<file path="config.mk">
export PLATFORM = sky130hd
export DESIGN_NAME = pid_tracking_filter_unit
export DESIGN_NICKNAME = d
export VERILOG_FILES = /design/src/rtl/ptf_pkg.sv /design/src/rtl/ptf_smul.sv /design/src/rtl/pid_tracking_filter_unit.sv
export SDC_FILE = /design/constraint.sdc
export NUM_CORES = 2
export LEC_CHECK = 0
export ABC_AREA = 0
export BUFFER_PORTS_ARGS = -buffer_cell sky130_fd_sc_hd__buf_2
export CORE_MARGIN = 2
export CORE_UTILIZATION = 40
export DETAILED_ROUTE_END_ITERATION = 10
export GPL_ROUTABILITY_DRIVEN = 0
export SYNTH_ARGS = -nofsm -noshare
export SYNTH_HDL_FRONTEND = slang
export SYNTH_SLANG_ARGS = --single-unit
</file>
<file path="constraint.sdc">
create_clock -name i_clk -period 6.3 [get_ports i_clk]
set_input_delay 0.315 -clock i_clk [delete_from_list [all_inputs] [get_ports i_clk]]
set_output_delay 0.315 -clock i_clk [all_outputs]
set_load 0.01 [all_outputs]
</file>
<file path="src/rtl/ptf_pkg.sv">
`default_nettype none

package ptf_pkg;

    localparam int FRAC_BITS = 16;
    localparam int INT_W     = 48;
    localparam int GAIN_W    = 24;
    localparam int GAIN_FRAC = 16;
    localparam int DATA_W    = 32;
    localparam int STEP_W    = 16;
    localparam int FUNC_W    = 2;
    localparam int CFG_IDX_W = 2;

    // clamped error holds +-2^(FRAC_BITS-2)
    localparam int ERR_W     = FRAC_BITS;
    localparam int DIFF_W    = DATA_W + 1;
    // product terms are limited to +-2^TERM_SH
    localparam int TERM_SH   = 40;
    localparam int TERM_W    = TERM_SH + 2;
    localparam int SUM_W     = TERM_W + 1;
    localparam int ACC_W     = SUM_W + 1;

    localparam int DIV_STEPS = ERR_W;
    localparam int MUL_STEPS = INT_W;
    localparam int CNT_W     = $clog2(MUL_STEPS);

    localparam logic signed [DIFF_W-1:0] DIFF_HI = DIFF_W'(1) << (FRAC_BITS - 2);
    localparam logic signed [DIFF_W-1:0] DIFF_LO = -DIFF_HI;

    localparam logic signed [INT_W-1:0] INT_MAX = {1'b0, {(INT_W-1){1'b1}}};
    localparam logic signed [INT_W-1:0] INT_MIN = {1'b1, {(INT_W-1){1'b0}}};

    localparam logic [STEP_W-1:0] STEP_ONE = STEP_W'(1);
    localparam logic [STEP_W-1:0] STEP_MAX = {STEP_W{1'b1}};

    localparam logic signed [GAIN_W-1:0] GAIN_P_RESET = GAIN_W'(1) << GAIN_FRAC;

    localparam logic [FUNC_W-1:0] FUNC_SAMPLE = 2'd0;
    localparam logic [FUNC_W-1:0] FUNC_HOLD   = 2'd1;
    localparam logic [FUNC_W-1:0] FUNC_INIT   = 2'd2;
    localparam logic [FUNC_W-1:0] FUNC_NOP    = 2'd3;

    localparam logic [CFG_IDX_W-1:0] CFG_GAIN_P = 2'd0;
    localparam logic [CFG_IDX_W-1:0] CFG_GAIN_I = 2'd1;
    localparam logic [CFG_IDX_W-1:0] CFG_GAIN_D = 2'd2;

    typedef struct packed {
        logic load;
        logic step;
    } t_mul_ctl;

endpackage

`default_nettype wire

</file>
<file path="src/rtl/ptf_smul.sv">
`default_nettype none

module ptf_smul (
    input  wire logic                                  i_clk,
    input  wire ptf_pkg::t_mul_ctl                     i_ctl,
    input  wire logic signed [ptf_pkg::GAIN_W-1:0]     i_gain,
    input  wire logic signed [ptf_pkg::INT_W-1:0]      i_opnd,
    output logic signed [ptf_pkg::TERM_W-1:0]          o_term
);

    localparam int GW = ptf_pkg::GAIN_W;
    localparam int OW = ptf_pkg::INT_W;
    localparam int PW = GW + OW;
    localparam int RW = PW - ptf_pkg::GAIN_FRAC;
    localparam int LW = ptf_pkg::TERM_SH;

    logic [GW-1:0] r_ag;
    logic [GW-1:0] r_acc;
    logic [OW-1:0] r_mq;
    logic          r_neg;

    logic [GW-1:0] gain_mag;
    logic [OW-1:0] opnd_mag;
    logic [GW:0]   part_sum;
    logic [PW-1:0] prod;
    logic [RW-1:0] prod_q;
    logic          over;
    logic [LW:0]   term_mag;
    logic [LW+1:0] term_ext;
    logic signed [ptf_pkg::TERM_W-1:0] n_term;

    assign gain_mag = i_gain[GW-1] ? GW'(-i_gain) : GW'(i_gain);
    assign opnd_mag = i_opnd[OW-1] ? OW'(-i_opnd) : OW'(i_opnd);

    // one multiplier bit per cycle while step is set, lsb first
    assign part_sum = {1'b0, r_acc} + (r_mq[0] ? {1'b0, r_ag} : {(GW+1){1'b0}});

    assign prod   = {r_acc, r_mq};
    assign prod_q = prod[PW-1:ptf_pkg::GAIN_FRAC];
    assign over   = (|prod_q[RW-1:LW+1]) | (prod_q[LW] & (|prod_q[LW-1:0]));

    always_comb begin
        term_mag = over ? {1'b1, {LW{1'b0}}} : prod_q[LW:0];
        term_ext = {1'b0, term_mag};
        n_term   = r_neg ? $signed(-term_ext) : $signed(term_ext);
    end

    always_ff @(posedge i_clk) begin
        if (i_ctl.load) begin
            r_ag  <= gain_mag;
            r_acc <= '0;
            r_mq  <= opnd_mag;
            r_neg <= i_gain[GW-1] ^ i_opnd[OW-1];
        end else if (i_ctl.step) begin
            r_acc <= part_sum[GW:1];
            r_mq  <= {part_sum[0], r_mq[OW-1:1]};
        end
        o_term <= n_term;
    end

endmodule

`default_nettype wire

</file>
<file path="src/rtl/pid_tracking_filter_unit.sv">
// funcs 0 and 1 pass through the error and integrator states, the 16-step serial divider for
// the derivative, the 48-step bit-serial multipliers and the term and sum states; funcs 2 and 3
// go from the error state straight to the final state, which waits while the output is stalled;
// no beat is taken while one is in flight, the next in the cycle after the result is registered
// reset: synchronous, active low; gains return to p = 1.0, i = d = 0, loop state clears,
// step count becomes 1
`default_nettype none

module pid_tracking_filter_unit (
    input  wire logic                                   i_clk,
    input  wire logic                                   i_rst_n,
    input  wire logic                                   i_valid,
    output logic                                        o_stall,
    input  wire logic [ptf_pkg::FUNC_W-1:0]             i_func,
    input  wire logic signed [ptf_pkg::DATA_W-1:0]      i_sample,
    output logic                                        o_valid,
    input  wire logic                                   i_stall,
    output logic signed [ptf_pkg::DATA_W-1:0]           o_filtered,
    input  wire logic                                   i_cfg_we,
    input  wire logic [ptf_pkg::CFG_IDX_W-1:0]          i_cfg_idx,
    input  wire logic [ptf_pkg::GAIN_W-1:0]             i_cfg_data
);

    localparam int DW = ptf_pkg::DATA_W;
    localparam int EW = ptf_pkg::ERR_W;
    localparam int IW = ptf_pkg::INT_W;
    localparam int SW = ptf_pkg::STEP_W;
    localparam int GW = ptf_pkg::GAIN_W;
    localparam int TW = ptf_pkg::TERM_W;
    localparam int CW = ptf_pkg::CNT_W;
    localparam int UW = ptf_pkg::SUM_W;
    localparam int AW = ptf_pkg::ACC_W;

    localparam logic [3:0] S_IDLE = 4'd0;
    localparam logic [3:0] S_ERR  = 4'd1;
    localparam logic [3:0] S_INT  = 4'd2;
    localparam logic [3:0] S_DIV  = 4'd3;
    localparam logic [3:0] S_MLD  = 4'd4;
    localparam logic [3:0] S_MUL  = 4'd5;
    localparam logic [3:0] S_TRM  = 4'd6;
    localparam logic [3:0] S_SUM1 = 4'd7;
    localparam logic [3:0] S_SUM2 = 4'd8;
    localparam logic [3:0] S_FIN  = 4'd9;

    logic [3:0]    r_state;
    logic [CW-1:0] r_cnt;
    logic [ptf_pkg::FUNC_W-1:0] r_func;

    logic signed [GW-1:0] r_gain_p;
    logic signed [GW-1:0] r_gain_i;
    logic signed [GW-1:0] r_gain_d;

    logic signed [DW-1:0] r_y;
    logic signed [EW-1:0] r_prev;
    logic signed [IW-1:0] r_int;
    logic [SW-1:0]        r_steps;
    logic signed [DW-1:0] r_held;

    // payload
    logic signed [DW-1:0] r_src;
    logic signed [EW-1:0] r_err;
    logic [EW-1:0]        r_dq;
    logic [SW-1:0]        r_drem;
    logic [SW-1:0]        r_dvsr;
    logic                 r_dneg;
    logic signed [UW-1:0] r_tsum;
    logic signed [DW-1:0] r_ynew;

    logic signed [ptf_pkg::DIFF_W-1:0] diff;
    logic signed [EW-1:0] n_err;
    logic [IW:0]          int_add;
    logic signed [IW-1:0] n_int_sum;
    logic [IW-1:0]        int_rnd;
    logic signed [IW-1:0] n_int_half;
    logic [EW:0]          num;
    logic [EW-1:0]        num_mag;
    logic [SW:0]          div_t;
    logic                 div_ge;
    logic [SW:0]          div_sub;
    logic [EW:0]          q_ext;
    logic signed [EW:0]   d_val;
    logic signed [AW-1:0] y_add;
    logic signed [DW-1:0] n_ynew;
    logic                 out_free;

    ptf_pkg::t_mul_ctl    mul_ctl;
    logic signed [GW-1:0] gain_i_eff;
    logic signed [GW-1:0] gain_d_eff;
    logic signed [IW-1:0] opnd_p;
    logic signed [IW-1:0] opnd_d;
    logic signed [TW-1:0] term_p;
    logic signed [TW-1:0] term_i;
    logic signed [TW-1:0] term_d;

    assign o_stall  = (r_state != S_IDLE);
    assign out_free = !o_valid || !i_stall;

    // error against the sample, clamped to a quarter
    always_comb begin
        diff = {r_src[DW-1], r_src} - {r_y[DW-1], r_y};
        if (diff > ptf_pkg::DIFF_HI) begin
            n_err = ptf_pkg::DIFF_HI[EW-1:0];
        end else if (diff < ptf_pkg::DIFF_LO) begin
            n_err = ptf_pkg::DIFF_LO[EW-1:0];
        end else begin
            n_err = diff[EW-1:0];
        end
    end

    always_comb begin
        int_add = {r_int[IW-1], r_int} + {{(IW+1-EW){r_err[EW-1]}}, r_err};
        if (int_add[IW] != int_add[IW-1]) begin
            n_int_sum = int_add[IW] ? ptf_pkg::INT_MIN : ptf_pkg::INT_MAX;
        end else begin
            n_int_sum = int_add[IW-1:0];
        end
        // halving rounds toward zero
        int_rnd    = r_int + {{(IW-1){1'b0}}, r_int[IW-1]};
        n_int_half = {int_rnd[IW-1], int_rnd[IW-1:1]};
    end

    // restoring divider, one quotient bit per cycle in S_DIV
    always_comb begin
        num     = {r_err[EW-1], r_err} - {r_prev[EW-1], r_prev};
        num_mag = num[EW] ? EW'(-num) : num[EW-1:0];
        div_t   = {r_drem, r_dq[EW-1]};
        div_ge  = div_t >= {1'b0, r_dvsr};
        div_sub = div_ge ? (div_t - {1'b0, r_dvsr}) : div_t;
        q_ext   = {1'b0, r_dq};
        d_val   = r_dneg ? $signed(-q_ext) : $signed(q_ext);
    end

    assign mul_ctl.load = (r_state == S_MLD);
    assign mul_ctl.step = (r_state == S_MUL);
    assign gain_i_eff   = (r_func == ptf_pkg::FUNC_HOLD) ? '0 : r_gain_i;
    assign gain_d_eff   = (r_func == ptf_pkg::FUNC_HOLD) ? '0 : r_gain_d;
    assign opnd_p       = {{(IW-EW){r_err[EW-1]}}, r_err};
    assign opnd_d       = {{(IW-EW-1){d_val[EW]}}, d_val};

    ptf_smul u_mul_p (
        .i_clk  (i_clk),
        .i_ctl  (mul_ctl),
        .i_gain (r_gain_p),
        .i_opnd (opnd_p),
        .o_term (term_p)
    );

    ptf_smul u_mul_i (
        .i_clk  (i_clk),
        .i_ctl  (mul_ctl),
        .i_gain (gain_i_eff),
        .i_opnd (r_int),
        .o_term (term_i)
    );

    ptf_smul u_mul_d (
        .i_clk  (i_clk),
        .i_ctl  (mul_ctl),
        .i_gain (gain_d_eff),
        .i_opnd (opnd_d),
        .o_term (term_d)
    );

    always_comb begin
        y_add = AW'(r_y) + AW'(r_tsum);
        if (y_add[AW-1:DW-1] != {(AW-DW+1){1'b0}}
                && y_add[AW-1:DW-1] != {(AW-DW+1){1'b1}}) begin
            n_ynew = y_add[AW-1] ? {1'b1, {(DW-1){1'b0}}} : {1'b0, {(DW-1){1'b1}}};
        end else begin
            n_ynew = y_add[DW-1:0];
        end
    end

    always_ff @(posedge i_clk) begin
        if (!i_rst_n) begin
            r_state  <= S_IDLE;
            r_cnt    <= '0;
            r_func   <= ptf_pkg::FUNC_SAMPLE;
            o_valid  <= 1'b0;
            r_gain_p <= ptf_pkg::GAIN_P_RESET;
            r_gain_i <= '0;
            r_gain_d <= '0;
            r_y      <= '0;
            r_prev   <= '0;
            r_int    <= '0;
            r_steps  <= ptf_pkg::STEP_ONE;
            r_held   <= '0;
        end else begin
            if (i_cfg_we) begin
                case (i_cfg_idx)
                    ptf_pkg::CFG_GAIN_P: r_gain_p <= i_cfg_data;
                    ptf_pkg::CFG_GAIN_I: r_gain_i <= i_cfg_data;
                    ptf_pkg::CFG_GAIN_D: r_gain_d <= i_cfg_data;
                    default: ;
                endcase
            end

            // in S_FIN the output register is refilled below
            if (o_valid && !i_stall && r_state != S_FIN) begin
                o_valid <= 1'b0;
            end

            case (r_state)
                S_IDLE: begin
                    if (i_valid) begin
                        r_func  <= i_func;
                        r_state <= S_ERR;
                    end
                end
                S_ERR: begin
                    case (r_func)
                        ptf_pkg::FUNC_INIT: begin
                            r_int   <= '0;
                            r_prev  <= '0;
                            r_held  <= '0;
                            r_steps <= ptf_pkg::STEP_ONE;
                            r_state <= S_FIN;
                        end
                        ptf_pkg::FUNC_NOP: r_state <= S_FIN;
                        default:           r_state <= S_INT;
                    endcase
                end
                S_INT: begin
                    if (r_func == ptf_pkg::FUNC_SAMPLE) begin
                        r_int   <= n_int_sum;
                        r_prev  <= r_err;
                        r_steps <= ptf_pkg::STEP_ONE;
                        r_held  <= r_src;
                    end else begin
                        r_int <= n_int_half;
                        if (r_steps != ptf_pkg::STEP_MAX) begin
                            r_steps <= r_steps + ptf_pkg::STEP_ONE;
                        end
                    end
                    r_cnt   <= CW'(ptf_pkg::DIV_STEPS - 1);
                    r_state <= S_DIV;
                end
                S_DIV: begin
                    if (r_cnt == '0) begin
                        r_state <= S_MLD;
                    end else begin
                        r_cnt <= r_cnt - CW'(1);
                    end
                end
                S_MLD: begin
                    r_cnt   <= CW'(ptf_pkg::MUL_STEPS - 1);
                    r_state <= S_MUL;
                end
                S_MUL: begin
                    if (r_cnt == '0) begin
                        r_state <= S_TRM;
                    end else begin
                        r_cnt <= r_cnt - CW'(1);
                    end
                end
                S_TRM:  r_state <= S_SUM1;
                S_SUM1: r_state <= S_SUM2;
                S_SUM2: r_state <= S_FIN;
                S_FIN: begin
                    if (out_free) begin
                        r_y     <= r_ynew;
                        o_valid <= 1'b1;
                        r_state <= S_IDLE;
                    end
                end
                default: r_state <= S_IDLE;
            endcase
        end
    end

    always_ff @(posedge i_clk) begin
        case (r_state)
            S_IDLE: begin
                r_src <= (i_func == ptf_pkg::FUNC_HOLD) ? r_held : i_sample;
            end
            S_ERR: begin
                r_err <= n_err;
                if (r_func == ptf_pkg::FUNC_INIT) begin
                    r_ynew <= r_src;
                end else begin
                    r_ynew <= r_y;
                end
            end
            S_INT: begin
                // divisor is the step count before this beat
                r_dq   <= num_mag;
                r_drem <= '0;
                r_dvsr <= r_steps;
                r_dneg <= num[EW];
            end
            S_DIV: begin
                r_drem <= div_sub[SW-1:0];
                r_dq   <= {r_dq[EW-2:0], div_ge};
            end
            S_SUM1: begin
                r_tsum <= UW'(term_p) + UW'(term_i) + UW'(term_d);
            end
            S_SUM2: begin
                r_ynew <= n_ynew;
            end
            S_FIN: begin
                if (out_free) begin
                    o_filtered <= r_ynew;
                end
            end
            default: ;
        endcase
    end

endmodule

`default_nettype wire

</file>
# ---- Yosys cells after proc, flatten, opt, wreduce, memory -nomap -nowiden
# Index checks and enable logic that the tools add are counted.
dict set report op_classes {
  n_eq_ne 27
  n_div 0
  mul 0
  muxes 60
  magnitude_cmp 3
  n_shift 0
  bitwise 9
  add_sub_neg 24
  reduce_logical 36
}
# cell n
set ops {}
lappend ops {{two-way mux 48 bit} 13}
lappend ops {{two-way mux 41 bit} 6}
lappend ops {{two-way mux 32 bit} 6}
lappend ops {{two-way mux 16 bit} 8}
lappend ops {{case mux 16 bit (2 select lines)} 4}
lappend ops {{case mux 32 bit (2 select lines)} 2}
lappend ops {{negator 41 -> 42 bit} 3}
lappend ops {{two-way mux 24 bit} 5}
lappend ops {{OR reduction 40 bit} 3}
lappend ops {{case mux 48 bit (2 select lines)} 1}
lappend ops {{adder 24 x 25 -> 25 bit} 3}
lappend ops {{negator 24 bit} 3}
lappend ops {{two-way mux 23 bit} 3}
lappend ops {{adder 48 x 16 -> 49 bit} 1}
lappend ops {{adder 48 x 1 -> 48 bit} 1}
lappend ops {{negator 16 -> 48 bit} 1}
lappend ops {{negator 17 -> 48 bit} 1}
lappend ops {{negator 48 bit} 1}
lappend ops {{OR reduction 15 bit} 3}
lappend ops {{adder 32 x 43 -> 44 bit} 1}
lappend ops {{adder 42 x 42 -> 43 bit} 1}
lappend ops {{adder 43 x 42 -> 43 bit} 1}
lappend ops {{case mux 4 bit (10 select lines)} 1}
lappend ops {{> comparator 33 x 16 -> 1 bit, second input constant} 1}
lappend ops {{44 further kinds} 86}
dict set report totals {
  output_inout_bits 34
  ramBits 0
  inputBits 65
  rom_bits 0
  latch_bits 0
  n_memories 0
  regBits 850
  elab_cells 202
}

# ---- Logic depth before layout (Yosys ltp)
dict set report logic_depth {
  ltp_word 6
  depth_mapped 17
}

# ---- By module
# Synthesis repeated with hierarchy kept, for this count alone.
dict set report hier_totals {
  hier_cells 6274
  hier_area_um2 55530.8
}
# mod area_per_inst_um2 seq_area_each_um2 n_inst cells_each
set by_module_without_submodules {}
lappend by_module_without_submodules {pid_tracking_filter_unit 30584.3 10710.3 1 3574}
lappend by_module_without_submodules {{ptf_smul (u_mul_i)} 8404.3 3513.4 1 919}
lappend by_module_without_submodules {{ptf_smul (u_mul_d)} 8274.2 3513.4 1 901}
lappend by_module_without_submodules {{ptf_smul (u_mul_p)} 8267.9 3513.4 1 880}

# ---- Least setup slack after synthesis
# Ideal clock, no wire load.
dict set report synth_timing {
  path_kind {register -> register}
  from {register r_state[2]}
  to {register u_mul_p.r_acc[23]}
  path_stages_with_launch 9
  t_arrival_ns 5.670
  required_time_ns 6.207
  path_slack_ns 0.537
  n_path_buf 2
  path_cell_list {dfxtp_1 clkbuf_1 nand2b_1 or2_2 inv_1 clkbuf_1 and3_1 a21oi_1 o21ai_0}
}
dict set report synth_between {
  elab_chain_len 1
}
# element line_no
set synth_rtl {}
lappend synth_rtl {{from (decl)} pid_tracking_filter_unit.sv:45} ;# logic [3:0] r_state;
lappend synth_rtl {{from (signal assigned)} pid_tracking_filter_unit.sv:176} ;# r_state <= S_IDLE;
lappend synth_rtl {{from (signal assigned)} pid_tracking_filter_unit.sv:207} ;# r_state <= S_ERR;
lappend synth_rtl {{from (signal assigned)} pid_tracking_filter_unit.sv:217} ;# r_state <= S_FIN;
lappend synth_rtl {{== test 4 x 3 -> 1 bit (on tied branches)} {pid_tracking_filter_unit.sv:134, pid_tracking_filter_unit.sv:133}}
lappend synth_rtl {{to (signal assigned)} ptf_smul.sv:55} ;# r_acc <= part_sum[GW:1];
lappend synth_rtl {{to (decl)} ptf_smul.sv:18} ;# logic [GW-1:0] r_acc;
# Parallel ways exist; a longest one is shown, timed or not.
# A chain may end at the register's enable or synchronous reset.

# ---- Worst setup path after layout
dict set report layout_timing {
  from {register r_y[9]}
  to {register r_err[4], data pin}
}
dict set report layout_between {
  elab_chain_len 3
}
# element line_no
set layout_rtl {}
lappend layout_rtl {{from (decl)} pid_tracking_filter_unit.sv:53} ;# logic signed [DW-1:0] r_y;
lappend layout_rtl {{from (signal assigned)} pid_tracking_filter_unit.sv:261} ;# r_y <= r_ynew;
lappend layout_rtl {{subtractor 32 x 32 -> 33 bit (*)} pid_tracking_filter_unit.sv:100} ;# diff = {r_src[DW-1], r_src} - {r_y[DW-1], r_y};
lappend layout_rtl {{> comparator 33 x 16 -> 1 bit or less-than comparator 33 x 15 -> 1 bit (tied branches)} {pid_tracking_filter_unit.sv:101, pid_tracking_filter_unit.sv:103}}
lappend layout_rtl {{OR reduction 2 bit (no line) (*)} -}
lappend layout_rtl {{to (signal assigned)} pid_tracking_filter_unit.sv:277} ;# r_err <= n_err;
lappend layout_rtl {{to (decl)} pid_tracking_filter_unit.sv:61} ;# logic signed [EW-1:0] r_err;
# Mark *: on every way between the ends. The rest lies on a longest branch, timed or not.

==> flow_metrics.py <==
metrics = {
    "status": {
        "status": "completed",
    },
    "worst_setup_path": {
        "cpMaxStageDelayCell": "a221oi_1",
        "worstPathRequired_ns": 6.85,
        "crit_chain": "inv_1 -> ha_1 -> and2_1 -> a221oi_1 -> o21bai_1 -> a221oi_1 -> a211oi_1 -> o41ai_1 -> xnor2_1 -> or4_1 -> nor4b_1 -> nand4bb_1 -> a21boi_0",
        "start_kind": "register",
        "path_buf_inv": 1,
        "cp_data_arrival_time_ns": 5.66,
        "critPathTopFamily": "compound AO/OA/AOI/OAI gates",
        "worstSetupPathType": "reg -> reg",
        "path_max_fanout": 14,
        "crit_top_cell": "a221oi_1",
        "end_kind": "register",
        "slowest_delay_ns": 0.61,
    },
    "place": {
        "port_buffers": 98,
        "dp_hpwl_um": 109000,
    },
    "yosys": {
        "avgSynthCellArea_um2": 8.82,
        "synth_area_leader_cell": "edfxtp_1",
        "synth_cells": 6037,
        "async_flop_share": 0,
        "synth_area_leaders": "edfxtp_1, dfxtp_1, ha_1",
        "synth_fp_nets": 6435,
        "synth-compound-area-share": 0.203,
        "ys_warn_count": 0,
        "synth_simple_gate_area_frac": 0.187,
        "synth_top_area_frac": 0.238,
        "synth_ff_type": "dfxtp_1",
        "synth_mux_area_frac": 0.0123,
        "synth_cell_types": 88,
        "synth_edf_count": 423,
        "synth_common_cells": "nand2_1, o21ai_0, a21oi_1, dfxtp_1, edfxtp_1",
        "ys_seq_area_frac": 0.399,
        "ys_ff_latch": 850,
        "yosysMostFrequentCell": "nand2_1",
        "synthAdderAreaFrac": 0.0854,
        "synth_xor_area_frac": 0.0756,
        "synth_top_family_by_area": "compound AO/OA/AOI/OAI gates",
        "synth_area_um2": 53300,
    },
    "pwr": {
        "powerDensity_nw_per_um2": 479,
        "power.leakage_nw": 22.4,
        "peakVddDrop_uv": 418,
    },
    "worst_hold_path": {
        "min_path_type": "in -> reg",
    },
    "cts": {
        "clk_latency_ns": 0.73,
        "clk_pin_slew_ns": 0.06,
        "cts_root_buffer": "clkbuf_16",
        "postCtsSetupBuffers": 0,
        "cts_buffers": 96,
        "clock-sinks": 850,
        "htree_levels": 3,
        "cts_tree": "done",
        "cts_buffer_depth": 3,
    },
    "global_route": {
        "grt_pass1_vias": 41700,
        "antenna_found_initial": 0,
        "grt_pass1_wl_um": 232000,
        "grt_overflow": 0,
        "grt_max_degree": 157,
        "grt_usage": 0.210,
    },
    "detailed_routing": {
        "met2WireLength_um": 65900,
        "wl_met1_um": 68800,
        "drtIter0Drc": 3341,
        "drc": 0,
        "drt-wirelength-per-cell_um": 18.7,
        "vias_per_cell": 5.64,
        "wirelength_um": 147000,
        "dr.pass1.iters": 6,
        "wl_met3_um": 8190,
        "ant_nets": 0,
        "via_count": 44300,
        "dr.max_layer_used": "met4",
    },
    "final_layout": {
        "fillers": 12800,
        "area_growth_pct": 10.9,
        "drive_above_1_share": 0.0661,
        "layout.nets": 6410,
    },
    "die": {
        "coreArea_um2": 132000,
        "die_width_um": 369,
        "initial_core_util": 0.404,
        "ios": 99,
        "design.die.area_um2": 136000,
        "rows": 133,
        "die_h_um": 369,
    },
    "sta": {
        "fin_crit_ns": 5.11,
        "fin_setup_tns_ns": 0,
        "fin_worst_hold_slack_ns": 0.0407,
        "final.period_utilization": 0.811,
        "relSlewSlack": 0.192,
        "max_freq_ghz": 0.196,
        "finalSetupViolCount": 0,
        "fin_skew_ns": 0.0355,
        "final_hold_viol_count": 0,
        "rsz0062_at_grt": "no",
        "tightest_slew_ns": 1.21,
        "slew_violations": 0,
    },
    "run": {
        "drv_cap": 0,
    },
}
[kinds of logic after synthesis]
family / count (synthesis)
and+or+nand+nor: 2103
xor gates and xnor gates: 460
buffers and inverters: 533
DFF: 850
adders and majority gates: 333
AOI/OAI and AO/OA: 1697
muxes: 61
[registers in the layout, summed over array words and instances (netlist names), 42 cells and up]
| signal | flops |
|---|---|
| r_int | 48 |
| u_mul_d.r_mq | 48 |
| u_mul_i.r_mq | 48 |
| u_mul_p.r_mq | 48 |
| r_tsum | 43 |
| u_mul_d.o_term | 42 |
| u_mul_i.o_term | 42 |
| u_mul_p.o_term | 42 |
[power by group]
part / internal [mW] / switching (mW) / total [mW] / leakage (nW)
Sequential: 7.43 / 1.11 / 8.54 / 7.42
Combinational: 5.32 / 8.67 / 14.0 / 13.4
Clock: 3.33 / 2.45 / 5.77 / 1.56
[path summary, 6_finish.rpt]
kind | from | end | slack (ns) | cells past startpoint
worst max-delay path | r_y[9] | r_err[4] | 1.19 | 13
worst min-delay path | i_rst_n | r_gain_p[16] | 0.04 | 2
worst max register to register | r_y[9] | r_err[4] | 1.19 | 13
worst min register to register | r_ynew[19] | o_filtered[19] | 0.45 | 0
[layout by cell type (no fill, tap or decap), types with 48 or more instances in the layout]
cell type / netlist / routed
nor4_1: 60 / 60
or3_1: 54 / 54
buf_2: 2 / 98
buf_4: 0 / 49
a21oi_1: 442 / 439
a21o_1: 117 / 117
inv_1: 202 / 199
o21a_1: 48 / 48
clkbuf_16: 0 / 100
edfxtp_1: 423 / 423
nand2b_1: 54 / 54
xnor2_1: 211 / 211
o211ai_1: 67 / 67
fa_1: 51 / 51
dlygate4sd3_1: 0 / 56
nand4_1: 56 / 56
nor2_1: 405 / 401
and2_1: 153 / 153
nand2_1: 819 / 817
ha_1: 282 / 282
a31oi_1: 59 / 59
xor2_1: 249 / 249
nor3_1: 138 / 137
a22oi_1: 68 / 68
nand3_1: 132 / 132
dfxtp_1: 427 / 426
o31ai_1: 94 / 94
o21ai_0: 463 / 461
[final cells by class]
cell class	instances	area [um2]	area share
multi-input combinational	4654	30100	0.510
sequential	850	21300	0.360
clock buffer	127	2650	0.0449
tap	1755	2200	0.0372
timing repair buffer	205	1460	0.0247
inverter	205	781	0.0132
clock inverter	55	597	0.0101
antenna	1	2.50	0.0000424
[metal layers]
layer  vias up  GRT usage
met5         -          0
met4         0     0.0662
met3       220     0.0312
met2      1189      0.334
met1     21000      0.293
li1      21900          -
[metrics by stage]
stage	utilization	total power, mW	cell area [um2]	instances	setup WS [ns]
after floorplan	-	18.7	53300	6037	0.537
after global placement	0.419	22.2	55200	7613	1.53
after detailed placement	0.419	22.4	55200	7613	1.34
after CTS	0.448	28.3	59000	7851	1.26
after global routing	0.448	30.4	59000	7851	0.671
final	0.448	28.3	59000	7852	1.19
[timing repair]
action | in CTS | in global routing
hold buffers | 56 | 0
resized for setup | 0 | 0
hold endpoints to repair | 104 | 0
(Power assumes the default switching activity.)
